**config.mk**
```make
export PLATFORM = sky130hd
export DESIGN_NAME = rpn_stack_calculator_unit
export DESIGN_NICKNAME = d
export VERILOG_FILES = /design/src/sv/rsc_pkg.sv /design/src/sv/rsc_alu.sv /design/src/sv/rpn_stack_calculator_unit.sv
export SDC_FILE = /design/constraint.sdc
export NUM_CORES = 2
export LEC_CHECK = 0
export ABC_AREA = 1
export BUFFER_PORTS_ARGS = -buffer_cell sky130_fd_sc_hd__buf_2
export CAP_MARGIN = 10
export CORE_ASPECT_RATIO = 1.4
export CORE_MARGIN = 1
export CORE_UTILIZATION = 52
export CTS_CLUSTER_SIZE = 14
export DETAILED_ROUTE_END_ITERATION = 12
export GPL_ROUTABILITY_DRIVEN = 1
export HOLD_SLACK_MARGIN = 0.02
export PLACE_DENSITY = 0.77
export SLEW_MARGIN = 20
export SYNTH_ARGS = -nofsm -noshare
export SYNTH_HDL_FRONTEND = slang
export SYNTH_SLANG_ARGS = --single-unit
```
**constraint.sdc**
```tcl
create_clock -name clk -period 9.6 [get_ports clk]
set_input_delay 1.92 -clock clk [delete_from_list [all_inputs] [get_ports clk]]
set_output_delay 1.92 -clock clk [all_outputs]
set_load 0.01 [all_outputs]
```
**src/sv/rsc_pkg.sv**
```systemverilog
package rsc_pkg;

    localparam int WORD_W          = 32;
    localparam int CMD_W           = 3;
    localparam int STATUS_W        = 2;
    localparam int DEPTH_OUT_W     = 7;
    localparam int STACK_DEPTH_DEF = 64;

    typedef logic [CMD_W-1:0]    cmd_t;
    typedef logic [STATUS_W-1:0] status_t;

    localparam cmd_t CMD_PUSH = 3'd0;
    localparam cmd_t CMD_ADD  = 3'd1;
    localparam cmd_t CMD_SUB  = 3'd2;
    localparam cmd_t CMD_MUL  = 3'd3;
    localparam cmd_t CMD_DIV  = 3'd4;
    localparam cmd_t CMD_POW  = 3'd5;
    localparam cmd_t CMD_REM  = 3'd6;
    localparam cmd_t CMD_NOP  = 3'd7;

    localparam status_t ST_OK      = 2'd0;
    localparam status_t ST_UNDER   = 2'd1;
    localparam status_t ST_DIVZERO = 2'd2;
    localparam status_t ST_OVER    = 2'd3;

    typedef struct packed {
        logic              start;
        cmd_t              op;
        logic [WORD_W-1:0] a;
        logic [WORD_W-1:0] b;
    } alu_req_t;

    typedef struct packed {
        logic              done;
        logic              good;
        logic [WORD_W-1:0] result;
    } alu_rsp_t;

    function automatic logic [WORD_W-1:0] mag(input logic [WORD_W-1:0] v);
        return v[WORD_W-1] ? (~v + 1'b1) : v;
    endfunction

endpackage

```
**src/sv/rsc_alu.sv**
```systemverilog
module rsc_alu
(
    input  logic              clk,
    input  logic              rst_n,
    input  rsc_pkg::alu_req_t req,
    output rsc_pkg::alu_rsp_t rsp
);

    typedef enum logic [5:0] {
        A_IDLE   = 6'b000001,
        A_DIV    = 6'b000010,
        A_DIVFIX = 6'b000100,
        A_PACC   = 6'b001000,
        A_PSQ    = 6'b010000,
        A_DONE   = 6'b100000
    } alu_state_t;

    alu_state_t  state_reg, state_next;
    logic [31:0] acc_reg, acc_next;
    logic [31:0] sq_reg, sq_next;
    logic [30:0] ex_reg, ex_next;
    logic [31:0] quo_reg, quo_next;
    logic [32:0] rem_reg, rem_next;
    logic [31:0] dvs_reg, dvs_next;
    logic [4:0]  cnt_reg, cnt_next;
    logic        negq_reg, negq_next;
    logic        negr_reg, negr_next;
    logic        isrem_reg, isrem_next;
    logic        good_reg, good_next;

    logic [31:0] mul_x, mul_y;
    logic [63:0] prod_full;
    logic [31:0] prod;
    logic [32:0] rem_sh, diff;

    always_comb
    begin
        unique case (state_reg)
            A_PACC:
            begin
                mul_x = acc_reg;
                mul_y = sq_reg;
            end
            A_PSQ:
            begin
                mul_x = sq_reg;
                mul_y = sq_reg;
            end
            default:
            begin
                mul_x = req.a;
                mul_y = req.b;
            end
        endcase
    end

    assign prod_full = mul_x * mul_y;
    assign prod      = prod_full[31:0];
    assign rem_sh    = {rem_reg[31:0], quo_reg[31]};
    assign diff      = rem_sh - {1'b0, dvs_reg};

    always_comb
    begin
        state_next = state_reg;
        acc_next   = acc_reg;
        sq_next    = sq_reg;
        ex_next    = ex_reg;
        quo_next   = quo_reg;
        rem_next   = rem_reg;
        dvs_next   = dvs_reg;
        cnt_next   = cnt_reg;
        negq_next  = negq_reg;
        negr_next  = negr_reg;
        isrem_next = isrem_reg;
        good_next  = good_reg;
        unique case (state_reg)
            A_IDLE:
            begin
                if (req.start)
                begin
                    good_next  = 1'b1;
                    state_next = A_DONE;
                    unique case (req.op)
                        rsc_pkg::CMD_ADD: acc_next = req.a + req.b;
                        rsc_pkg::CMD_SUB: acc_next = req.a - req.b;
                        rsc_pkg::CMD_MUL: acc_next = prod;
                        rsc_pkg::CMD_DIV, rsc_pkg::CMD_REM:
                        begin
                            if (req.b == 32'd0)
                            begin
                                good_next = 1'b0;
                            end
                            else
                            begin
                                quo_next   = rsc_pkg::mag(req.a);
                                dvs_next   = rsc_pkg::mag(req.b);
                                rem_next   = '0;
                                cnt_next   = '0;
                                negq_next  = req.a[31] ^ req.b[31];
                                negr_next  = req.a[31];
                                isrem_next = (req.op == rsc_pkg::CMD_REM);
                                state_next = A_DIV;
                            end
                        end
                        rsc_pkg::CMD_POW:
                        begin
                            if (req.b[31])
                            begin
                                if (req.a == 32'd0)
                                begin
                                    good_next = 1'b0;
                                end
                                else if (req.a == 32'd1)
                                begin
                                    acc_next = 32'd1;
                                end
                                else if (req.a == 32'hFFFF_FFFF)
                                begin
                                    acc_next = req.b[0] ? 32'hFFFF_FFFF : 32'd1;
                                end
                                else
                                begin
                                    acc_next = 32'd0;
                                end
                            end
                            else
                            begin
                                acc_next   = 32'd1;
                                sq_next    = req.a;
                                ex_next    = req.b[30:0];
                                state_next = A_PACC;
                            end
                        end
                        default: acc_next = 32'd0;
                    endcase
                end
            end
            A_DIV:
            begin
                if (!diff[32])
                begin
                    rem_next = diff;
                    quo_next = {quo_reg[30:0], 1'b1};
                end
                else
                begin
                    rem_next = rem_sh;
                    quo_next = {quo_reg[30:0], 1'b0};
                end
                cnt_next = cnt_reg + 5'd1;
                if (cnt_reg == 5'd31)
                begin
                    state_next = A_DIVFIX;
                end
            end
            A_DIVFIX:
            begin
                if (isrem_reg)
                begin
                    acc_next = negr_reg ? (~rem_reg[31:0] + 32'd1) : rem_reg[31:0];
                end
                else
                begin
                    acc_next = negq_reg ? (~quo_reg + 32'd1) : quo_reg;
                end
                good_next  = 1'b1;
                state_next = A_DONE;
            end
            A_PACC:
            begin
                if (ex_reg == 31'd0)
                begin
                    state_next = A_DONE;
                end
                else
                begin
                    if (ex_reg[0])
                    begin
                        acc_next = prod;
                    end
                    state_next = A_PSQ;
                end
            end
            A_PSQ:
            begin
                sq_next    = prod;
                ex_next    = {1'b0, ex_reg[30:1]};
                state_next = A_PACC;
            end
            A_DONE:
            begin
                state_next = A_IDLE;
            end
            default:
            begin
                state_next = A_IDLE;
            end
        endcase
    end

    always_ff @(posedge clk or negedge rst_n)
    begin
        if (!rst_n)
        begin
            state_reg <= A_IDLE;
            cnt_reg   <= '0;
            good_reg  <= 1'b0;
        end
        else
        begin
            state_reg <= state_next;
            cnt_reg   <= cnt_next;
            good_reg  <= good_next;
        end
    end

    always_ff @(posedge clk)
    begin
        acc_reg   <= acc_next;
        sq_reg    <= sq_next;
        ex_reg    <= ex_next;
        quo_reg   <= quo_next;
        rem_reg   <= rem_next;
        dvs_reg   <= dvs_next;
        negq_reg  <= negq_next;
        negr_reg  <= negr_next;
        isrem_reg <= isrem_next;
    end

    assign rsp.done   = (state_reg == A_DONE);
    assign rsp.good   = good_reg;
    assign rsp.result = acc_reg;

    a_done_pulse: assert property (@(posedge clk) disable iff (!rst_n)
        rsp.done |=> !rsp.done)
        else $error("alu done held longer than one cycle");

    a_div_entry: assert property (@(posedge clk) disable iff (!rst_n)
        $rose(state_reg == A_DIV) |-> (cnt_reg == 5'd0))
        else $error("divide entered with stale count");

    a_div_exit: assert property (@(posedge clk) disable iff (!rst_n)
        (state_reg == A_DIV && cnt_reg == 5'd31) |=> (state_reg == A_DIVFIX))
        else $error("divide did not finish after 32 steps");

endmodule

```
**src/sv/rpn_stack_calculator_unit.sv**
```systemverilog
// channel  | direction | handshake             | payload
// ---------+-----------+-----------------------+---------------------------
// command  | in        | cmd_valid / cmd_stall | command, literal
// result   | out       | res_valid / res_stall | status, top_value, depth
//
// Push, unused command, underflow, overflow: go from accept straight to the result state.
// Add, subtract, multiply, zero divisor, negative exponent: stack read, then the ALU with no iteration.
// Divide and remainder: iterate in the one-bit-per-cycle divider, then fix the signs.
// Power: square-and-multiply over the exponent bits on the shared 32x32 multiplier.
// Reset clears depth and handshake state; the stack memory is not cleared.
// A stalled result holds the sequencer in its final state and stalls new words.
module rpn_stack_calculator_unit
#(
    parameter int STACK_DEPTH = rsc_pkg::STACK_DEPTH_DEF
)
(
    input  logic               clk,
    input  logic               rst_n,
    input  logic               cmd_valid,
    output logic               cmd_stall,
    input  logic [2:0]         command,
    input  logic [30:0]        literal,
    output logic               res_valid,
    input  logic               res_stall,
    output logic [1:0]         status,
    output logic signed [31:0] top_value,
    output logic [6:0]         depth
);

    localparam int DW = $clog2(STACK_DEPTH + 1);
    localparam int AW = $clog2(STACK_DEPTH);

    typedef enum logic [4:0] {
        T_IDLE = 5'b00001,
        T_READ = 5'b00010,
        T_EXEC = 5'b00100,
        T_WAIT = 5'b01000,
        T_DONE = 5'b10000
    } seq_state_t;

    seq_state_t        state_reg, state_next;
    logic [DW-1:0]     depth_reg, depth_next;
    logic [31:0]       top_reg, top_next;
    rsc_pkg::status_t  status_reg, status_next;
    rsc_pkg::cmd_t     cmd_reg, cmd_next;
    logic              res_valid_reg, res_valid_next;
    rsc_pkg::status_t  res_status_reg, res_status_next;
    logic [31:0]       res_top_reg, res_top_next;
    logic [6:0]        res_depth_reg, res_depth_next;

    logic [31:0]       mem [STACK_DEPTH];
    logic [31:0]       rd_reg;
    logic              mem_we, mem_re;
    logic [AW-1:0]     mem_waddr, mem_raddr;
    logic [31:0]       mem_wdata;

    logic [DW-1:0]     depth_m2;
    logic [DW+6:0]     depth_ext;
    logic              accept, res_free;

    rsc_pkg::alu_req_t alu_req;
    rsc_pkg::alu_rsp_t alu_rsp;

    rsc_alu u_alu
    (
        .clk   (clk),
        .rst_n (rst_n),
        .req   (alu_req),
        .rsp   (alu_rsp)
    );

    assign cmd_stall = (state_reg != T_IDLE);
    assign accept    = cmd_valid && !cmd_stall;
    assign res_free  = !res_valid_reg || !res_stall;
    assign depth_m2  = depth_reg - DW'(2);
    assign depth_ext = {7'd0, depth_reg};

    always_comb
    begin
        state_next      = state_reg;
        depth_next      = depth_reg;
        top_next        = top_reg;
        status_next     = status_reg;
        cmd_next        = cmd_reg;
        mem_we          = 1'b0;
        mem_re          = 1'b0;
        mem_waddr       = depth_reg[AW-1:0];
        mem_wdata       = {1'b0, literal};
        mem_raddr       = depth_m2[AW-1:0];
        alu_req.start   = 1'b0;
        alu_req.op      = cmd_reg;
        alu_req.a       = rd_reg;
        alu_req.b       = top_reg;
        res_valid_next  = res_valid_reg && res_stall;
        res_status_next = res_status_reg;
        res_top_next    = res_top_reg;
        res_depth_next  = res_depth_reg;
        unique case (state_reg)
            T_IDLE:
            begin
                if (accept)
                begin
                    cmd_next    = command;
                    status_next = rsc_pkg::ST_OK;
                    state_next  = T_DONE;
                    if (command == rsc_pkg::CMD_PUSH)
                    begin
                        if (depth_reg == DW'(STACK_DEPTH))
                        begin
                            status_next = rsc_pkg::ST_OVER;
                        end
                        else
                        begin
                            mem_we     = 1'b1;
                            top_next   = {1'b0, literal};
                            depth_next = depth_reg + DW'(1);
                        end
                    end
                    else if (command != rsc_pkg::CMD_NOP)
                    begin
                        if (depth_reg < DW'(2))
                        begin
                            status_next = rsc_pkg::ST_UNDER;
                        end
                        else
                        begin
                            mem_re     = 1'b1;
                            state_next = T_READ;
                        end
                    end
                end
            end
            T_READ:
            begin
                state_next = T_EXEC;
            end
            T_EXEC:
            begin
                alu_req.start = 1'b1;
                state_next    = T_WAIT;
            end
            T_WAIT:
            begin
                if (alu_rsp.done)
                begin
                    if (alu_rsp.good)
                    begin
                        mem_we     = 1'b1;
                        mem_waddr  = depth_m2[AW-1:0];
                        mem_wdata  = alu_rsp.result;
                        top_next   = alu_rsp.result;
                        depth_next = depth_reg - DW'(1);
                    end
                    else
                    begin
                        status_next = rsc_pkg::ST_DIVZERO;
                    end
                    state_next = T_DONE;
                end
            end
            T_DONE:
            begin
                if (res_free)
                begin
                    res_valid_next  = 1'b1;
                    res_status_next = status_reg;
                    res_top_next    = (depth_reg != '0) ? top_reg : 32'd0;
                    res_depth_next  = depth_ext[6:0];
                    state_next      = T_IDLE;
                end
            end
            default:
            begin
                state_next = T_IDLE;
            end
        endcase
    end

    always_ff @(posedge clk)
    begin
        if (mem_we)
        begin
            mem[mem_waddr] <= mem_wdata;
        end
        if (mem_re)
        begin
            rd_reg <= mem[mem_raddr];
        end
    end

    always_ff @(posedge clk or negedge rst_n)
    begin
        if (!rst_n)
        begin
            state_reg     <= T_IDLE;
            depth_reg     <= '0;
            res_valid_reg <= 1'b0;
        end
        else
        begin
            state_reg     <= state_next;
            depth_reg     <= depth_next;
            res_valid_reg <= res_valid_next;
        end
    end

    always_ff @(posedge clk)
    begin
        top_reg        <= top_next;
        status_reg     <= status_next;
        cmd_reg        <= cmd_next;
        res_status_reg <= res_status_next;
        res_top_reg    <= res_top_next;
        res_depth_reg  <= res_depth_next;
    end

    assign res_valid = res_valid_reg;
    assign status    = res_status_reg;
    assign top_value = res_top_reg;
    assign depth     = res_depth_reg;

    a_depth_bound: assert property (@(posedge clk) disable iff (!rst_n)
        depth_reg <= DW'(STACK_DEPTH))
        else $error("stack depth beyond capacity");

    a_alu_done_in_wait: assert property (@(posedge clk) disable iff (!rst_n)
        alu_rsp.done |-> (state_reg == T_WAIT))
        else $error("alu finished outside wait state");

    a_depth_step: assert property (@(posedge clk) disable iff (!rst_n)
        (depth_reg != $past(depth_reg)) |->
            (depth_reg == $past(depth_reg) + DW'(1) ||
             depth_reg == $past(depth_reg) - DW'(1)))
        else $error("stack depth moved by more than one");

endmodule

```
==> Word level (Yosys, flattened, before mapping) <==
Memory sizes are Yosys's and may differ from the RTL's. A register that Yosys moved wholly into a read port is not among the register bits.
Index checks and enable logic that the tools add are counted.
Widths: inputs -> output; s select.
{ "classes": {"addsub": 11, "multipliers": 1, "order_cmp": 1, "n_eq_ne": 40, "muxes": 101, "bitwise": 6, "reduce_logical": 29} }
{ "op_table": {"columns": ["op", "n"], "rows": [
  ["$mux 32", 31],
  ["$pmux 32 s2", 5],
  ["$pmux 32 s5", 1],
  ["$add 32x1->32 const B", 4],
  ["$not 32->32", 4],
  ["$mux 31", 4],
  ["$pmux 32 s3", 1],
  ["$logic_not 32->1", 2],
  ["$pmux 31 s2", 1],
  ["$mux 6", 8],
  ["$mux 5", 9],
  ["$mux 7", 5],
  ["$sub 33x32->33", 1],
  ["$add 32x32->32", 1],
  ["$eq 32x1->1 const B", 1],
  ["$eq 32x32->1 const B", 1],
  ["$mul 32x32->32", 1],
  ["$sub 32x32->32", 1],
  ["$logic_not 31->1", 1],
  ["$pmux 6 s5", 1],
  ["$ne 2x2->1 const B", 13],
  ["$pmux 5 s5", 1],
  ["$mux 1", 22],
  ["$reduce_and 4->1", 4],
  ["other kinds (43)", 66]
]} }
{ "word_totals": {"reg_bits": 297, "ramBits": 2048, "in_bits": 38, "out_inout_bits": 43, "word_cells": 212, "n_memories": 1} }
{ "mem_list": {"columns": ["name", "depth", "word_bits", "read_ports", "rd_ports_with_merged_regs", "write_ports", "line", "text"], "rows": [
  ["mem", 64, 32, 1, 1, 1, "rpn_stack_calculator_unit.sv:51", "logic [31:0] mem [STACK_DEPTH];"]
]} }

==> Longest topological paths before layout <==
{ "logic_depth": {"depth_word": 8, "depth_mapped": 43, "ltp_nobuf": 40} }

==> By module <==
A second synthesis with hierarchy kept.
{ "unflattened": {"cells_unflattened": 11577, "area_unflattened_um2": 120221.6} }
{ "by_module_without_submodules": {"columns": ["mod", "instances", "cells_each", "area_each_um2", "seq_area_each_um2"], "rows": [
  ["rpn_stack_calculator_unit", 1, 7196, 87273.7, 65128.7],
  ["rsc_alu", 1, 4381, 32947.8, 6127.1]
]} }

==> Worst setup path before layout <==
OpenSTA, ideal clock, no wires.
{ "synth_timing": {"kind": "register -> register", "from": "register u_alu.state_reg[1]", "to": "register u_alu.acc_reg[30], data pin", "setup_ns": 0.259, "t_arrival_ns": 7.412, "t_required_ns": 9.341, "path_slack_ns": 1.929, "stages_incl_launch_ff": 39, "path_buffers": 3, "period_less_slack_ns": 7.671, "cell_sequence": "dfrtp_1 > nor2_4 > nand3_4 > nand2_4 > inv_4 > buf_6 > nand2_1 > nand3_1 > clkbuf_1 > inv_1 > clkbuf_1 > nor2_1 > fa_1 > fa_1 > inv_1 > fa_1 > fa_1 > fa_1 > (+3 left out) > fa_1 > ha_1 > nand2_1 > nor3_1 > inv_1 > o221a_2 > nand3_1 > nand2_1 > nand2_1 > nand2_1 > nand2_1 > nand2_1 > nand2_1 > nand2_1 > nand3_1 > o211ai_1 > nand2_1 > nand3_1"} }
{ "synth_via": {"elab_chain_cells": 7, "word_cells_on_any_way": 13, "cone_classes": "1 x mul; 4 x eq/ne; 7 x mux; 1 x reduce/logical"} }
{ "synth_rtl": {"columns": ["item", "line", "text"], "rows": [
  ["start, declared", "rsc_alu.sv:18", "alu_state_t state_reg, state_next;"],
  ["start signal, assigned", "rsc_alu.sv:211", "state_reg <= state_next;"],
  ["$eq 6x5->1 or $eq 6x4->1 (tied branches)", "rsc_alu.sv:38, rsc_alu.sv:76", null],
  ["$reduce_or 2->1 (no line)", null, null],
  ["$mux 32", "rsc_alu.sv:38", "unique case (state_reg)"],
  ["$mul 32x32->32", "rsc_alu.sv:57", "assign prod_full = mul_x * mul_y;"],
  ["$pmux 32 s5 or $mux 32 (tied branches)", "rsc_alu.sv:83, rsc_alu.sv:177", null],
  ["$mux 32 (on tied branches)", "rsc_alu.sv:79, rsc_alu.sv:171", null],
  ["$pmux 32 s3 (*)", "rsc_alu.sv:76", "unique case (state_reg)"],
  ["via u_alu.acc_next[30]", "rsc_alu.sv:19", "logic [31:0] acc_reg, acc_next;"],
  ["end signal, assigned", "rsc_alu.sv:219", "acc_reg <= acc_next;"],
  ["end, declared", "rsc_alu.sv:19", null]
]} }
Mark *: on every way through the listed nets, which the timed path passes. The rest lies on a longest branch. The select of a mux whose other input is x is not followed.
A chain may end at the register's enable or synchronous reset.

==> Final worst setup path <==
{ "layout_timing": {"from": "register u_alu.state_reg[0]", "to": "register u_alu.acc_reg[29], data pin"} }
Same word-level chain as after synthesis.

==> results.yml <==
timing:
  finClkSkew_ns: 0.101
  fin_tns_setup_ns: 0
  rsz0062_at_grt: "no"
  hold_viol_final: 0
  min_period_over_period_pct: 95.9
  max_freq_ghz: 0.109
  setup_viol: 0
  worstMarginPinSlew_ns: 1.27
  relSlewSlack_pct: 15.1
  drv_slew: 0
  period_needed_ns: 9.21
setup_path:
  slowest_delay_ns: 0.69
  cp_max_fo: 15
  start_kind: "flip-flop"
  cpLargestDelayFamily: "adder cells"
  end_kind: "flip-flop"
  reg2reg_depth: 30
  required_ns: 10.18
  cpMostUsedCell: "fa_1"
  critical_path_class: "flip-flop to flip-flop"
  cp_num_buf_inv: 4
  cp.depth: 30
  crit_arrival_ns: 9.79
  slowest_stage: "fa_1"
die:
  initial_core_util_pct: 52.3
  core-area_um2: 225000
  die-area_um2: 228000
  pin_count: 81
  die_x_um: 404
  rows: 206
  die_h_um: 565
layout:
  layout-area-overhead-vs-synth_pct: 10.3
  regMostFlops: "mem"
  drive_gt1_share_pct: 8.20
  largest_reg_flops: 2048
  layout.nets: 11432
  finish.instance_area_um2: 130000
worst_hold_path:
  hp-class: "flip-flop to flip-flop"
  worstHoldPathCells: 1
grt:
  grt_pass1_vias: 84681
  grt-busiest-layer: "met2"
  grt_overflow: 0
  antenna_found_initial: 14
  met1_usage_pct: 42.4
  grt_max_degree: 197
  grtUsageMet2_pct: 58.4
  grt_use_met3_pct: 5.83
  grt_pass1_wl_mm: 589
  grt_usage_pct: 36.1
yosys:
  synth_common_cells: "edfxtp_1, nor2_1, o21ai_0, nand2_1, inv_1"
  synthTopCellsByArea: "edfxtp_1, o21ai_0, fa_1, nor2_1, o22ai_1"
  synth_top_cell_area_share_pct: 60.1
  syn-cell-area_um2: 118000
  synthFlopType: "edfxtp_1"
  yosysTopAreaCell: "edfxtp_1"
  ys_async_sr_fraction_pct: 1.05
  synth_area_per_cell_um2: 10.9
  synthMostInstantiatedCell: "edfxtp_1"
  synth_cells: 10763
  synth.distinct_cells: 63
  synth-seq-cells: 2377
  synth_nets: 11412
  yosys_warnings: 0
  ys_seq_area_share_pct: 60.6
  synth_edf_count: 2352
drt:
  drt-total-wl_mm: 416
  drt_iter0_drc: 12464
  ant_nets: 0
  via_count: 87863
  drcViolationCount: 0
  dr.pass1.iters: 7
  viasPerCell: 6.30
  routedWlPerCell_um: 29.8
placement:
  hpwl_mm: 274
  gp_congestion: 1.06
  io_buffers: 80
  post_dp_cell_area_um2: 123000
outcome:
  status: "finished, final reports clean"
clock_tree:
  htree_num_levels: 4
  post-cts-setup-buffer-count: 0
  cts_tree: "done"
  clock_path_buffers: 4
  clk_latency_ns: 0.92
  ctsHoldBuffers: 0
  clock_sinks: 2377
  clk_pin_slew_ns: 0.06
  cts_buffers: 220
  cts_resized: 0
  root_buffer: "clkbuf_16"
run:
  cap_violations: 0
cell families (layout without fill, tap and decap cells):
| family | Yosys count | in the layout | share of synthesized area [%] |
|---|---|---|---|
| buffers and inverters | 1459 | 1626 | 4.74 |
| and+or+nand+nor | 3425 | 3425 | 11.7 |
| AOI/OAI and AO/OA | 2771 | 2771 | 13.0 |
| adders and majority gates | 611 | 611 | 9.13 |
| xor gates and xnor gates | 120 | 120 | 0.894 |
| other | 0 | 9 | 0 |
| DFF | 2377 | 2377 | 60.6 |
worst paths after layout:
kind | startpoint | endpoint | slack, ns
min in group asynchronous | rst_n | u_alu.good_reg | 1.25
max | u_alu.state_reg[0] | u_alu.acc_reg[29] | 0.39
min | u_alu.cnt_reg[4] | u_alu.cnt_reg[4] | 0.52
max in group asynchronous | rst_n | depth_reg[1] | 7.60
min reg2reg | u_alu.cnt_reg[4] | u_alu.cnt_reg[4] | 0.52
max reg2reg | u_alu.state_reg[0] | u_alu.acc_reg[29] | 0.39
layout make-up:
| type | count | area [um2] |
|---|---|---|
| Antenna cell | 9 | 22.5 |
| Clock buffer | 270 | 5760 |
| Sequential cell | 2377 | 71300 |
| Fill cell | 18223 | 95100 |
| Multi-Input combinational cell | 6927 | 41700 |
| Tap cell | 3016 | 3770 |
| Timing Repair Buffer | 421 | 3160 |
| Clock inverter | 99 | 835 |
| Inverter | 836 | 3170 |
worst register-to-register path, delay by kind of cell, from the launching register on:
| family | cells | cell delay (ns) |
|---|---|---|
| AO/OA/AOI/OAI | 2 | 0.29 |
| XOR/XNOR | 1 | 0.23 |
| adder cells (fa/ha/maj) | 9 | 4.65 |
| buffers and inverters | 4 | 0.92 |
| flip-flops | 1 | 0.58 |
| AND/OR/NAND/NOR | 14 | 2.28 |
metrics by stage:
stage | hold WS (ns) | setup slack (ns) | cells | util [%]
4_1_cts | 0.516 | 0.374 | 13946 | 57.7
3_3_place_gp | 0.492 | 0.443 | 13577 | 54.7
3_5_place_dp | 0.499 | 0.442 | 13577 | 54.7
2_1_floorplan | 0.400 | 1.93 | 10763 | -
5_1_grt | 0.538 | 0.00805 | 13947 | 57.7
6_report | 0.524 | 0.392 | 13955 | 57.7
cells in the final DEF, fill, tap and decap left out, types with 13 or more instances in the layout:
cell type / n
a211oi_1: 15
a21oi_1: 218
buf_12: 16
buf_2: 80
buf_4: 325
bufinv_16: 13
clkbuf_1: 47
clkbuf_16: 223
clkinv_1: 58
clkinv_2: 26
dfrtp_1: 21
edfxtp_1: 2352
fa_1: 411
ha_1: 199
inv_1: 807
inv_2: 14
nand2_1: 963
nand3_1: 230
nand3b_1: 14
nand4_1: 55
nor2_1: 1942
nor2_4: 70
nor3_1: 67
nor4_1: 34
o211ai_1: 32
o21ai_0: 1690
o21ai_1: 17
o21ai_2: 15
o21ai_4: 33
o221ai_1: 19
o22ai_1: 649
o32ai_1: 23
or2_2: 19
xnor2_1: 38
xor2_1: 77
metal layers:
metal  part of all wire (%)  wire length, um
met4                     10            42200
met5                  0.015               61
met1                     33           139000
met3                    9.4            39000
met2                     47           196000
Power is not shown: default switching activity piles up to over one toggle a cycle in this logic, so the estimate is an artifact.
